**config.mk**
```make
export PLATFORM = sky130hd
export DESIGN_NAME = line_sensor_centroid_top
export DESIGN_NICKNAME = d
export VERILOG_FILES = /design/src/lsc_pkg.sv /design/src/lsc_div.sv /design/src/lsc_core.sv /design/src/line_sensor_centroid_top.sv
export SDC_FILE = /design/constraint.sdc
export NUM_CORES = 1
export LEC_CHECK = 0
export BUFFER_PORTS_ARGS = -buffer_cell sky130_fd_sc_hd__buf_2
export CAP_MARGIN = 40
export CORE_MARGIN = 2
export CORE_UTILIZATION = 59
export CTS_CLUSTER_SIZE = 24
export DETAILED_ROUTE_END_ITERATION = 16
export PLACE_DENSITY = 0.74
export SYNTH_ARGS = -nofsm -noshare
export SYNTH_HDL_FRONTEND = slang
export SYNTH_SLANG_ARGS = --single-unit
```
**constraint.sdc**
```tcl
create_clock -name i_clk -period 11.15 [get_ports i_clk]
set_input_delay 0.5575 -clock i_clk [delete_from_list [all_inputs] [get_ports i_clk]]
set_output_delay 0.5575 -clock i_clk [all_outputs]
set_load 0.01 [all_outputs]
```
**src/lsc_pkg.sv**
```systemverilog
package lsc_pkg;

    localparam int CHANNELS    = 6;
    localparam int SAMPLE_BITS = 12;
    localparam int CH_W        = $clog2(CHANNELS);
    localparam int CAL_W       = 36;
    localparam int CAL_PER_REG = 3;
    localparam int SEQ_W       = 16;
    localparam int FAULT_W     = 8;
    localparam int IDX_W       = 3;

    // Q1.12 normalized sample and derived widths
    localparam int FRAC_W  = 12;
    localparam int N_W     = FRAC_W + 1;
    localparam int SUM_W   = 15;
    localparam int WSUM_W  = 17;
    localparam int POS_W   = 14;
    localparam int ERR_W   = 15;
    localparam int CONF_W  = 13;

    // shared divider
    localparam int Q_W    = 13;
    localparam int REM_W  = 18;
    localparam int DVS_W  = 17;
    localparam int STEP_W = 4;
    localparam logic [STEP_W-1:0] NORM_STEPS = STEP_W'(FRAC_W);
    localparam logic [STEP_W-1:0] WIDE_STEPS = STEP_W'(Q_W);

    localparam logic [N_W-1:0] ONE_Q12 = N_W'(4096);
    localparam logic signed [ERR_W:0] ERR_MAX = (ERR_W+1)'(8192);
    localparam logic signed [ERR_W:0] ERR_MIN = -(ERR_W+1)'(8192);

    // register indexes
    localparam logic [IDX_W-1:0] REG_WHITE_LO = IDX_W'(0);
    localparam logic [IDX_W-1:0] REG_WHITE_HI = IDX_W'(1);
    localparam logic [IDX_W-1:0] REG_BLACK_LO = IDX_W'(2);
    localparam logic [IDX_W-1:0] REG_BLACK_HI = IDX_W'(3);
    localparam logic [IDX_W-1:0] REG_MIN_SUM  = IDX_W'(4);
    localparam logic [IDX_W-1:0] REG_OFFSET   = IDX_W'(5);

    localparam logic [CAL_W-1:0] RST_WHITE_LO = 36'd30708508545;
    localparam logic [CAL_W-1:0] RST_WHITE_HI = 36'd26968565316;
    localparam logic [CAL_W-1:0] RST_BLACK_LO = 36'd54403193822;
    localparam logic [CAL_W-1:0] RST_BLACK_HI = 36'd39203453280;
    localparam logic [SUM_W-1:0] RST_MIN_SUM  = SUM_W'(4096);

    typedef struct packed {
        logic [CAL_W-1:0]        white_lo;
        logic [CAL_W-1:0]        white_hi;
        logic [CAL_W-1:0]        black_lo;
        logic [CAL_W-1:0]        black_hi;
        logic [SUM_W-1:0]        min_sum;
        logic signed [POS_W-1:0] offset;
    } t_cfg;

    typedef struct packed {
        logic                                    ok;
        logic [FAULT_W-1:0]                      faults;
        logic [SEQ_W-1:0]                        seq;
        logic [CHANNELS-1:0][SAMPLE_BITS-1:0]    raw;
    } t_item;

    typedef struct packed {
        logic                     fresh;
        logic                     pulse;
        logic                     lost;
        logic                     valid;
        logic [SUM_W-1:0]         total;
        logic [CONF_W-1:0]        conf;
        logic signed [ERR_W-1:0]  err;
        logic signed [POS_W-1:0]  pos;
    } t_result;

    typedef struct packed {
        logic               start;
        logic [REM_W-1:0]   rem;
        logic [Q_W-1:0]     low;
        logic [DVS_W-1:0]   divisor;
        logic [STEP_W-1:0]  steps;
    } t_div_req;

    function automatic logic [SAMPLE_BITS-1:0] cal_field(
        input logic [CAL_W-1:0] lo,
        input logic [CAL_W-1:0] hi,
        input logic [CH_W-1:0]  ch
    );
        logic [CAL_W-1:0] r;
        logic [SAMPLE_BITS-1:0] f;
        r = (ch < CH_W'(CAL_PER_REG)) ? lo : hi;
        unique case (ch)
            CH_W'(0), CH_W'(3): f = r[SAMPLE_BITS-1:0];
            CH_W'(1), CH_W'(4): f = r[2*SAMPLE_BITS-1:SAMPLE_BITS];
            default:            f = r[3*SAMPLE_BITS-1:2*SAMPLE_BITS];
        endcase
        return f;
    endfunction

    // channel weight, centred on zero and scaled by 2
    function automatic logic signed [4:0] chan_weight(input logic [CH_W-1:0] ch);
        return 5'(2 * int'(ch) - (CHANNELS - 1));
    endfunction

endpackage

```
**src/lsc_div.sv**
```systemverilog
module lsc_div
    import lsc_pkg::*;
(
    input  logic            i_clk,
    input  logic            i_rst_n,
    input  t_div_req        i_req,
    output logic            o_done,
    output logic [Q_W-1:0]  o_quot
);

    logic [REM_W-1:0]   r_rem;
    logic [Q_W-1:0]     r_low;
    logic [Q_W-1:0]     r_quot;
    logic [DVS_W-1:0]   r_divisor;
    logic [STEP_W-1:0]  r_cnt;
    logic               r_busy;
    logic               r_done;

    logic [REM_W-1:0]   n_trial;
    logic               n_fits;

    // one restoring step: shift in the next dividend bit, subtract when it fits
    always_comb begin
        n_trial = {r_rem[REM_W-2:0], r_low[Q_W-1]};
        n_fits  = n_trial >= REM_W'(r_divisor);
    end

    always_ff @(posedge i_clk) begin
        if (!i_rst_n) begin
            r_busy <= 1'b0;
            r_done <= 1'b0;
            r_cnt  <= '0;
        end else begin
            r_done <= 1'b0;
            if (i_req.start) begin
                r_busy    <= 1'b1;
                r_cnt     <= i_req.steps;
                r_rem     <= i_req.rem;
                r_low     <= i_req.low;
                r_divisor <= i_req.divisor;
                r_quot    <= '0;
            end else if (r_busy) begin
                r_rem  <= n_fits ? n_trial - REM_W'(r_divisor) : n_trial;
                r_low  <= {r_low[Q_W-2:0], 1'b0};
                r_quot <= {r_quot[Q_W-2:0], n_fits};
                r_cnt  <= r_cnt - STEP_W'(1);
                if (r_cnt == STEP_W'(1)) begin
                    r_busy <= 1'b0;
                    r_done <= 1'b1;
                end
            end
        end
    end

    assign o_done = r_done;
    assign o_quot = r_quot;

endmodule

```
**src/lsc_core.sv**
```systemverilog
module lsc_core
    import lsc_pkg::*;
(
    input  logic     i_clk,
    input  logic     i_rst_n,
    input  t_cfg     i_cfg,
    input  logic     i_item_valid,
    output logic     o_item_ready,
    input  t_item    i_item,
    output logic     o_res_valid,
    input  logic     i_res_ready,
    output t_result  o_res
);

    typedef enum logic [2:0] {
        S_IDLE, S_CH, S_NDIV, S_ACC, S_CONF, S_CDIV, S_PDIV, S_FIN
    } t_state;

    t_state r_state;
    logic   r_out;

    t_item                    r_item;
    logic [SEQ_W-1:0]         r_seen_seq;
    logic [FAULT_W-1:0]       r_seen_faults;
    logic                     r_need;
    logic signed [POS_W-1:0]  r_held_pos;
    logic signed [ERR_W-1:0]  r_held_err;
    logic [SUM_W-1:0]         r_held_sum;
    logic [CONF_W-1:0]        r_held_conf;
    logic                     r_held_valid;
    logic                     r_held_lost;
    logic                     r_pulse;
    logic                     r_fresh;

    logic [CH_W-1:0]          r_ch;
    logic [N_W-1:0]           r_n;
    logic [SUM_W-1:0]         r_sum;
    logic signed [WSUM_W-1:0] r_wsum;
    logic signed [POS_W-1:0]  r_pos;
    t_div_req                 r_div_req;

    logic                     div_done;
    logic [Q_W-1:0]           div_quot;

    logic [SAMPLE_BITS-1:0]   n_v;
    logic [SAMPLE_BITS-1:0]   n_w;
    logic [SAMPLE_BITS-1:0]   n_b;
    logic signed [WSUM_W-1:0] n_prod;
    logic [WSUM_W-1:0]        n_wabs;
    logic signed [ERR_W:0]    n_diff;
    logic signed [ERR_W-1:0]  n_err;
    logic                     n_lost;

    lsc_div u_div (
        .i_clk   (i_clk),
        .i_rst_n (i_rst_n),
        .i_req   (r_div_req),
        .o_done  (div_done),
        .o_quot  (div_quot)
    );

    always_comb begin
        n_v    = r_item.raw[r_ch];
        n_w    = cal_field(i_cfg.white_lo, i_cfg.white_hi, r_ch);
        n_b    = cal_field(i_cfg.black_lo, i_cfg.black_hi, r_ch);
        n_prod = $signed({{(WSUM_W-N_W){1'b0}}, r_n}) * WSUM_W'(chan_weight(r_ch));
        n_wabs = r_wsum[WSUM_W-1] ? WSUM_W'(-r_wsum) : WSUM_W'(r_wsum);
        n_lost = !r_item.ok || (r_sum < i_cfg.min_sum);
        n_diff = (ERR_W+1)'(r_pos) - (ERR_W+1)'(i_cfg.offset);
        if (n_diff > ERR_MAX) begin
            n_err = ERR_W'(ERR_MAX);
        end else if (n_diff < ERR_MIN) begin
            n_err = ERR_W'(ERR_MIN);
        end else begin
            n_err = ERR_W'(n_diff);
        end
    end

    always_ff @(posedge i_clk) begin
        if (!i_rst_n) begin
            r_state        <= S_IDLE;
            r_out          <= 1'b0;
            r_seen_seq     <= '0;
            r_seen_faults  <= '0;
            r_need         <= 1'b1;
            r_held_pos     <= '0;
            r_held_err     <= '0;
            r_held_sum     <= '0;
            r_held_conf    <= '0;
            r_held_valid   <= 1'b0;
            r_held_lost    <= 1'b1;
            r_pulse        <= 1'b0;
            r_fresh        <= 1'b0;
            r_div_req      <= '0;
        end else begin
            r_div_req.start <= 1'b0;
            if (r_out) begin
                if (i_res_ready) begin
                    r_out <= 1'b0;
                end
            end else begin
                unique case (r_state)
                    S_IDLE: begin
                        if (i_item_valid) begin
                            r_item  <= i_item;
                            r_pulse <= 1'b0;
                            r_fresh <= 1'b0;
                            if (i_item.faults != r_seen_faults) begin
                                r_seen_faults <= i_item.faults;
                                r_held_pos    <= '0;
                                r_held_err    <= '0;
                                r_held_sum    <= '0;
                                r_held_conf   <= '0;
                                r_held_valid  <= 1'b0;
                                r_held_lost   <= 1'b1;
                                r_need        <= 1'b1;
                            end
                            if (i_item.seq != r_seen_seq) begin
                                r_seen_seq <= i_item.seq;
                                r_fresh    <= 1'b1;
                                r_ch       <= '0;
                                r_sum      <= '0;
                                r_wsum     <= '0;
                                r_state    <= S_CH;
                            end else begin
                                r_out <= 1'b1;
                            end
                        end
                    end
                    S_CH: begin
                        if (n_v <= n_w) begin
                            r_n     <= '0;
                            r_state <= S_ACC;
                        end else if (n_v >= n_b) begin
                            r_n     <= ONE_Q12;
                            r_state <= S_ACC;
                        end else begin
                            r_div_req.start   <= 1'b1;
                            r_div_req.rem     <= REM_W'(n_v - n_w);
                            r_div_req.low     <= '0;
                            r_div_req.divisor <= DVS_W'(n_b - n_w);
                            r_div_req.steps   <= NORM_STEPS;
                            r_state           <= S_NDIV;
                        end
                    end
                    S_NDIV: begin
                        if (div_done) begin
                            r_n     <= div_quot;
                            r_state <= S_ACC;
                        end
                    end
                    S_ACC: begin
                        r_sum  <= r_sum + SUM_W'(r_n);
                        r_wsum <= r_wsum + n_prod;
                        if (r_ch == CH_W'(CHANNELS - 1)) begin
                            r_state <= S_CONF;
                        end else begin
                            r_ch    <= r_ch + CH_W'(1);
                            r_state <= S_CH;
                        end
                    end
                    S_CONF: begin
                        // sum / CHANNELS on the shared divider
                        r_div_req.start   <= 1'b1;
                        r_div_req.rem     <= REM_W'(r_sum >> Q_W);
                        r_div_req.low     <= r_sum[Q_W-1:0];
                        r_div_req.divisor <= DVS_W'(CHANNELS);
                        r_div_req.steps   <= WIDE_STEPS;
                        r_state           <= S_CDIV;
                    end
                    S_CDIV: begin
                        if (div_done) begin
                            r_held_conf  <= div_quot;
                            r_held_sum   <= r_sum;
                            r_held_valid <= r_item.ok;
                            r_held_lost  <= n_lost;
                            r_pos        <= '0;
                            if (n_lost) begin
                                r_held_pos <= '0;
                                r_held_err <= '0;
                                r_need     <= 1'b1;
                                r_state    <= S_IDLE;
                                r_out      <= 1'b1;
                            end else if (r_sum == '0) begin
                                r_state <= S_FIN;
                            end else begin
                                // |wsum| * 4096 / ((CHANNELS-1) * sum)
                                r_div_req.start   <= 1'b1;
                                r_div_req.rem     <= REM_W'(n_wabs >> 1);
                                r_div_req.low     <= {n_wabs[0], {(Q_W-1){1'b0}}};
                                r_div_req.divisor <= DVS_W'({r_sum, 2'b00}) + DVS_W'(r_sum);
                                r_div_req.steps   <= WIDE_STEPS;
                                r_state           <= S_PDIV;
                            end
                        end
                    end
                    S_PDIV: begin
                        if (div_done) begin
                            r_pos   <= r_wsum[WSUM_W-1] ? -POS_W'(div_quot)
                                                        : POS_W'(div_quot);
                            r_state <= S_FIN;
                        end
                    end
                    S_FIN: begin
                        r_held_pos <= r_pos;
                        r_held_err <= n_err;
                        if (r_need) begin
                            r_pulse <= 1'b1;
                            r_need  <= 1'b0;
                        end
                        r_state <= S_IDLE;
                        r_out   <= 1'b1;
                    end
                    default: r_state <= S_IDLE;
                endcase
            end
        end
    end

    assign o_item_ready = (r_state == S_IDLE) && !r_out;
    assign o_res_valid  = r_out;

    always_comb begin
        o_res.fresh = r_fresh;
        o_res.pulse = r_pulse;
        o_res.lost  = r_held_lost;
        o_res.valid = r_held_valid;
        o_res.total = r_held_sum;
        o_res.conf  = r_held_conf;
        o_res.err   = r_held_err;
        o_res.pos   = r_held_pos;
    end

endmodule

```
**src/line_sensor_centroid_top.sv**
```systemverilog
// channel      dir   handshake                      payload
// snapshot in  in    s_axis_tvalid / s_axis_tready  s_axis_tdata, s_axis_tuser
// status out   out   m_axis_tvalid / m_axis_tready  m_axis_tdata, m_axis_tuser
// config       in    i_cfg_valid / o_cfg_ready      i_cfg_index, i_cfg_data
//
// one item at a time; a repeated sequence number is answered from the held
// result, a new one is worked through on the bit-serial divider (one quotient
// bit a cycle, up to six normalizations, confidence and centroid)
// reset is synchronous; config returns to the calibration defaults
// the result waits in an output register, so a stalled output holds off
// only the next result, not the next item's capture
module line_sensor_centroid_top
    import lsc_pkg::*;
(
    input  logic             i_clk,
    input  logic             i_rst_n,
    input  logic             s_axis_tvalid,
    output logic             s_axis_tready,
    // raw_ch0 .. raw_ch5, snapshot_seq, fault_count
    input  logic [95:0]      s_axis_tdata,
    // snapshot_ok
    input  logic [0:0]       s_axis_tuser,
    output logic             m_axis_tvalid,
    input  logic             m_axis_tready,
    // line_position, centered_err, confidence, signal_total, zero pad
    output logic [63:0]      m_axis_tdata,
    // status_valid, line_lost, reacquire_pulse, fresh
    output logic [3:0]       m_axis_tuser,
    input  logic             i_cfg_valid,
    output logic             o_cfg_ready,
    input  logic [IDX_W-1:0] i_cfg_index,
    input  logic [CAL_W-1:0] i_cfg_data
);

    t_cfg        r_cfg;
    t_item       item;
    t_result     res;
    logic        res_valid;
    logic        res_ready;
    logic        r_out_valid;
    logic [63:0] r_out_data;
    logic [3:0]  r_out_user;

    always_ff @(posedge i_clk) begin
        if (!i_rst_n) begin
            r_cfg.white_lo <= RST_WHITE_LO;
            r_cfg.white_hi <= RST_WHITE_HI;
            r_cfg.black_lo <= RST_BLACK_LO;
            r_cfg.black_hi <= RST_BLACK_HI;
            r_cfg.min_sum  <= RST_MIN_SUM;
            r_cfg.offset   <= '0;
        end else if (i_cfg_valid) begin
            unique case (i_cfg_index)
                REG_WHITE_LO: r_cfg.white_lo <= i_cfg_data;
                REG_WHITE_HI: r_cfg.white_hi <= i_cfg_data;
                REG_BLACK_LO: r_cfg.black_lo <= i_cfg_data;
                REG_BLACK_HI: r_cfg.black_hi <= i_cfg_data;
                REG_MIN_SUM:  r_cfg.min_sum  <= i_cfg_data[SUM_W-1:0];
                REG_OFFSET:   r_cfg.offset   <= i_cfg_data[POS_W-1:0];
                default: ;
            endcase
        end
    end

    assign o_cfg_ready = 1'b1;

    always_comb begin
        item.ok     = s_axis_tuser[0];
        item.faults = s_axis_tdata[95:88];
        item.seq    = s_axis_tdata[87:72];
        item.raw    = s_axis_tdata[71:0];
    end

    lsc_core u_core (
        .i_clk        (i_clk),
        .i_rst_n      (i_rst_n),
        .i_cfg        (r_cfg),
        .i_item_valid (s_axis_tvalid),
        .o_item_ready (s_axis_tready),
        .i_item       (item),
        .o_res_valid  (res_valid),
        .i_res_ready  (res_ready),
        .o_res        (res)
    );

    assign res_ready = !r_out_valid || m_axis_tready;

    always_ff @(posedge i_clk) begin
        if (!i_rst_n) begin
            r_out_valid <= 1'b0;
        end else begin
            if (res_valid && res_ready) begin
                r_out_valid <= 1'b1;
                r_out_data  <= {7'b0, res.total, res.conf, res.err, res.pos};
                r_out_user  <= {res.fresh, res.pulse, res.lost, res.valid};
            end else if (m_axis_tready) begin
                r_out_valid <= 1'b0;
            end
        end
    end

    assign m_axis_tvalid = r_out_valid;
    assign m_axis_tdata  = r_out_data;
    assign m_axis_tuser  = r_out_user;

endmodule
```
# Yosys cells after proc, flatten, opt, wreduce, memory -nomap -nowiden
# Index checks and enable logic that the tools add are counted.
dict set report op_classes {
  add_sub_neg 12
  mul 1
  reduce_logical 46
  n_mux 95
  eq_ne 33
  order_cmp 8
  bitwise 3
}
# op count
set op_table {}
lappend op_table {{$mux W53} 5}
lappend op_table {{$pmux W53 S3} 1}
lappend op_table {{$mux W15} 9}
lappend op_table {{$mux W13} 8}
lappend op_table {{$mux W17} 6}
lappend op_table {{$mux W14} 7}
lappend op_table {{$mux W36} 2}
lappend op_table {{$pmux W15 S2} 2}
lappend op_table {{$pmux W13 S2} 2}
lappend op_table {{$pmux W12 S2} 2}
lappend op_table {{$pmux W15 S3} 1}
lappend op_table {{$pmux W14 S3} 1}
lappend op_table {{$bmux W12 S3} 1}
lappend op_table {{$pmux W17 S2} 1}
lappend op_table {{$mux W3} 11}
lappend op_table {{$pmux W14 S2} 1}
lappend op_table {{$sub A12 B12 Y13} 2}
lappend op_table {{$mux W1} 25}
lappend op_table {{$eq A3 B3 Y1 const B} 8}
lappend op_table {{$pmux W3 S8} 1}
lappend op_table {{$reduce_and A5 Y1} 4}
lappend op_table {{$ge A18 B17 Y1} 1}
lappend op_table {{$ne A2 B2 Y1 const B} 9}
lappend op_table {{$reduce_and A2 Y1} 9}
lappend op_table {{44 further kinds} 79}
dict set report word_totals {
  ff_bits 578
  output_inout_bits 71
  input_bits 141
}

# Depth between registers and ports, before layout
dict set report logic_depth {
  word_depth 7
  depth_mapped 23
  mapped_depth_nobuf 20
}

# By module
# A second synthesis with hierarchy kept.
dict set report hier_totals {
  cells_unflattened 3095
  area_unflattened_um2 30943.4
}
# mod instances area_per_inst_um2 cells_each
set modules_own_cells {}
lappend modules_own_cells {lsc_core 1 18525.3 2030}
lappend modules_own_cells {line_sensor_centroid_top 1 8667.1 727}
lappend modules_own_cells {lsc_div 1 3751.1 338}

# Worst setup path after synthesis
# OpenSTA, ideal clock, no wires.
dict set report synth_path {
  kind {register to register}
  start {register u_core.r_state[0]}
  end {register u_core.r_item[0] in the netlist's numbering (enable)}
  t_arrival_ns 6.003
  period_less_slack_ns 6.597
  stages_incl_launch_ff 5
  path_buffers 1
  path_slack_ns 4.553
  setup_time_ns 0.594
  cell_sequence {dfxtp_1 clkbuf_1 nor3_1 nand2_1 nor3_1}
}
dict set report synth_between {
  elab_chain_cells 2
}
# element line_no
set synth_lines {}
lappend synth_lines {{start: declaration} lsc_core.sv:19} ;# t_state r_state;
lappend synth_lines {{start signal: assignment} lsc_core.sv:81} ;# r_state <= S_IDLE;
lappend synth_lines {{start signal: assignment} lsc_core.sv:124} ;# r_state <= S_CH;
lappend synth_lines {{start signal: assignment} lsc_core.sv:133} ;# r_state <= S_ACC;
lappend synth_lines {{$logic_not A3 Y1} lsc_core.sv:102} ;# unique case (r_state)
lappend synth_lines {{$reduce_and A4 Y1 (no line)} --}
lappend synth_lines {{end signal: assignment} lsc_core.sv:105} ;# r_item <= i_item;
lappend synth_lines {{end: declaration} lsc_core.sv:22} ;# t_item r_item;
# Every way passes these cells.
# A chain may end at the register's enable or synchronous reset.

# Final worst setup path
dict set report layout_path {
  start {register u_core.r_ch[2]}
  end {register u_core.r_wsum[16], data pin}
}
dict set report layout_between {
  elab_chain_cells 4
}
# element line_no
set layout_lines {}
lappend layout_lines {{start: declaration} lsc_core.sv:35} ;# logic [CH_W-1:0] r_ch;
lappend layout_lines {{start signal: assignment} lsc_core.sv:158} ;# r_ch <= r_ch + CH_W'(1);
lappend layout_lines {{$sub A4 B3 Y5} lsc_pkg.sv:100} ;# return 5'(2 * int'(ch) - (CHANNELS - 1));
lappend layout_lines {{$mul A14 B5 Y17} lsc_core.sv:66} ;# n_prod = $signed({{(WSUM_W-N_W){1'b0}}, r_n}) * WSUM_W'(chan_weight(r_ch));
lappend layout_lines {{$add A17 B17 Y17} lsc_core.sv:154} ;# r_wsum <= r_wsum + n_prod;
lappend layout_lines {{$pmux W17 S2} lsc_core.sv:102}
lappend layout_lines {{end signal: assignment} lsc_core.sv:154}
lappend layout_lines {{end: declaration} lsc_core.sv:38} ;# logic signed [WSUM_W-1:0] r_wsum;
# Every way passes these cells.

==> flow_summary.yaml <==
run_status:
  status: "complete, no violations"
clock_network:
  cts.sinks: 576
  clock_latency_ps: 630
  hold_buffers: 0
  cts_buffers: 58
  cts.path.max_buffers: 3
  cts_tree: "done"
  h-tree-depth: 2
  cts_setup_buffers: 0
  clk_pin_slew_ps: 60
  cts_resized: 0
  clock-root-buffer: "clkbuf_16"
timing:
  fin_skew_ps: 21.9
  worst_pin_slew_ps: 910
  slew_headroom: 0.378
  period_needed_ps: 6410
  setup_tns_ps: 0
  setup_viol: 0
  drv_slew: 0
  finalCritPeriodShare: 0.575
  rsz0062_at_grt: "no"
  fin_ws_ps: 4740
  fmax_mhz: 156
  final_hold_viol_count: 0
yosys:
  synth_top_area_share: 0.261
  yosys_warnings: 0
  syn-mean-instance-area_sq_um: 9.74
  synth_area_leaders: "edfxtp_1 (26%), dfxtp_1 (22%), ha_1 (6.4%)"
  yosysMostFrequentCell: "nand2_1"
  synth_largest_area_cell: "edfxtp_1"
  syn_inst: 3024
  synth_edf_count: 256
  netlist_area_sq_um: 29400
  synth_cell_types: 85
  yosysSeqAreaShare: 0.479
  netlist_top_cells_count: "nand2_1 (483), dfxtp_1 (320), edfxtp_1 (256), a21oi_1 (229), nor2_1 (229)"
  ys_ff_latch: 576
  async_reset_ff_frac: 0
  ys.flop_type: "dfxtp_1"
power:
  total_power_mw: 6.23
  leakage_nw: 13.5
  vdd_drop_max_v: 0.000148
  p_per_area_nw_per_um2: 188
global_routing:
  grt_max_degree: 74
  grt_overflow: 0
  grt_util_all_layers: 0.308
  grt_pass1_vias: 22651
  antenna_found_initial: 2
  grt_pass1_wl_microns: 124000
die:
  fp-row-count: 81
  coreArea_sq_um: 49100
  die_area_sq_um: 51700
  num_io_pins: 212
  die-height_microns: 227
  initial_core_util: 0.600
  die_x_microns: 227
min_path:
  min_from: "s_axis_tdata[30]"
  hold_class: "input pin to register"
drt:
  initialDrtViolationCount: 2084
  avgViaCountPerCell: 6.02
  drt-wirelength-per-cell_microns: 20.3
  ant_nets: 0
  totalWireLength_microns: 78900
  drc: 0
  first_pass_iters: 6
  vias: 23403
cells_and_area:
  multi_input_area_sq_um: 14100
  nNetsFinal: 3520
  fin_cells: 3887
  area_growth_pct: 12.7
  drive_gt1_frac: 0.127
  nFillCells: 3862
  seq_area_sq_um: 14100
  antenna_cells: 0
placed_design:
  port_buffers: 203
  dp.cells: 3778
  post-place-ws_ps: 4770
  dp.final_hpwl_microns: 56100
  gp_congestion: 0.987
setup_path:
  critPathLaunch: "u_core.r_ch[2]$_SDFFCE_PN0P_"
  start_kind: "register"
  arrival_ps: 6770
  critical_path_class: "register to register"
  reg2reg_from: "u_core.r_ch[2]$_SDFFCE_PN0P_"
  path_max_fanout: 20
  crit_path_end_kind: "register"
  worstPathRequired_ps: 11500
flow_run:
  cap_violations: 0
final timing paths:
check	end	slack, ps	cells past startpoint
worst min-delay path	u_core.r_item[30]$_DFFE_PP_	110	1
worst max register to register	u_core.r_wsum[16]$_SDFFCE_PN0P_	4740	17
worst max-delay path	u_core.r_wsum[16]$_SDFFCE_PN0P_	4740	17
worst min register to register	u_core.u_div.r_divisor[8]$_DFFE_PP_	410	0
per-layer routing:
metal | vias up | GRT usage | share of wire
met4 | 4 | 0.127 | 0.042
met3 | 210 | 0.0511 | 0.090
li1 | 10893 | - | -
met1 | 11186 | 0.417 | 0.41
met2 | 1110 | 0.494 | 0.46
met5 | - | 0 | 0.00035
worst max-delay path, cell delays in order (launching register included):
cell and delay (ps):
edfxtp_1 650, inv_1 440, ha_1 700, nand2_1 140
fa_1 520, fa_1 540, fa_1 560, inv_1 60
fa_1 500, ha_1 320, a211oi_1 310, o21ai_0 180
a31oi_1 260, o21ai_0 160, o41ai_1 380, o21ai_0 190
xnor2_1 190, nor2_1 50
placed cells by master (no fill, tap or decap), types with 27 or more instances in the layout:
master       n
xor2_1      59
buf_4       38
dfxtp_1    320
buf_2      202
nand3_1    108
xnor2_1     59
clkbuf_16   61
edfxtp_1   256
o21ai_0    107
nor2_1     225
nor2b_1     41
a22o_1      27
fa_1        55
and2_1      47
nand2_1    483
a21oi_1    227
mux2i_1     73
ha_1       150
nor3_1      50
inv_1      170
a22oi_1     34
sequential cells by signal (all words and copies together), names as in the netlist, 3 cells and up:
signal,count
r_cfg,173
u_core.r_item,73
m_axis_tdata,57
u_core.r_div_req,50
u_core.r_wsum,17
u_core.u_div.r_divisor,17
u_core.u_div.r_rem,17
u_core.r_seen_seq,16
u_core.r_held_err,15
u_core.r_held_sum,15
u_core.r_sum,15
u_core.r_held_pos,14
u_core.r_pos,14
u_core.r_held_conf,13
u_core.r_n,13
u_core.u_div.o_quot,13
u_core.u_div.r_low,13
u_core.r_seen_faults,8
m_axis_tuser,4
u_core.u_div.r_cnt,4
u_core.r_ch,3
u_core.r_state,3
cells by family (layout without fill, tap and decap cells):
group                    Yosys count  after routing  share of synthesized area
AO/OA/AOI/OAI                    616            616                      0.137
AND/OR/NAND/NOR                 1068           1068                      0.161
multiplexers                     104            104                     0.0412
XOR/XNOR                         118            118                     0.0351
other                              2              8                   0.000255
flip-flops                       576            576                      0.479
buffers and inverters            335            528                     0.0452
adder cells (fa/ha/maj)          205            205                      0.101
where the power goes:
group | switching [mW] | total (mW) | internal (mW) | leakage [nW]
Clock | 0.838 | 2.08 | 1.24 | 1.01
Sequential | 0.106 | 2.43 | 2.33 | 5.00
Combinational | 1.01 | 1.72 | 0.706 | 7.45
layout make-up:
type / instances / share of cell area
Clock inverter: 30 / 0.0113
Sequential cell: 576 / 0.425
Inverter: 172 / 0.0196
Clock buffer: 79 / 0.0505
Timing Repair Buffer: 247 / 0.0431
Multi-Input combinational cell: 2119 / 0.426
Tap cell: 664 / 0.0250
through the flow:
| step | cell area [sq um] | utilization | hold slack [ps] |
|---|---|---|---|
| 5_1_grt | 33200 | 0.676 | 96.9 |
| 6_report | 33200 | 0.676 | 110 |
| 4_1_cts | 33200 | 0.676 | 80.8 |
| 2_1_floorplan | 29500 | - | 402 |
| 3_3_place_gp | 31000 | 0.632 | 406 |
| 3_5_place_dp | 31100 | 0.635 | 411 |
Power figures use the tool's default switching activity.
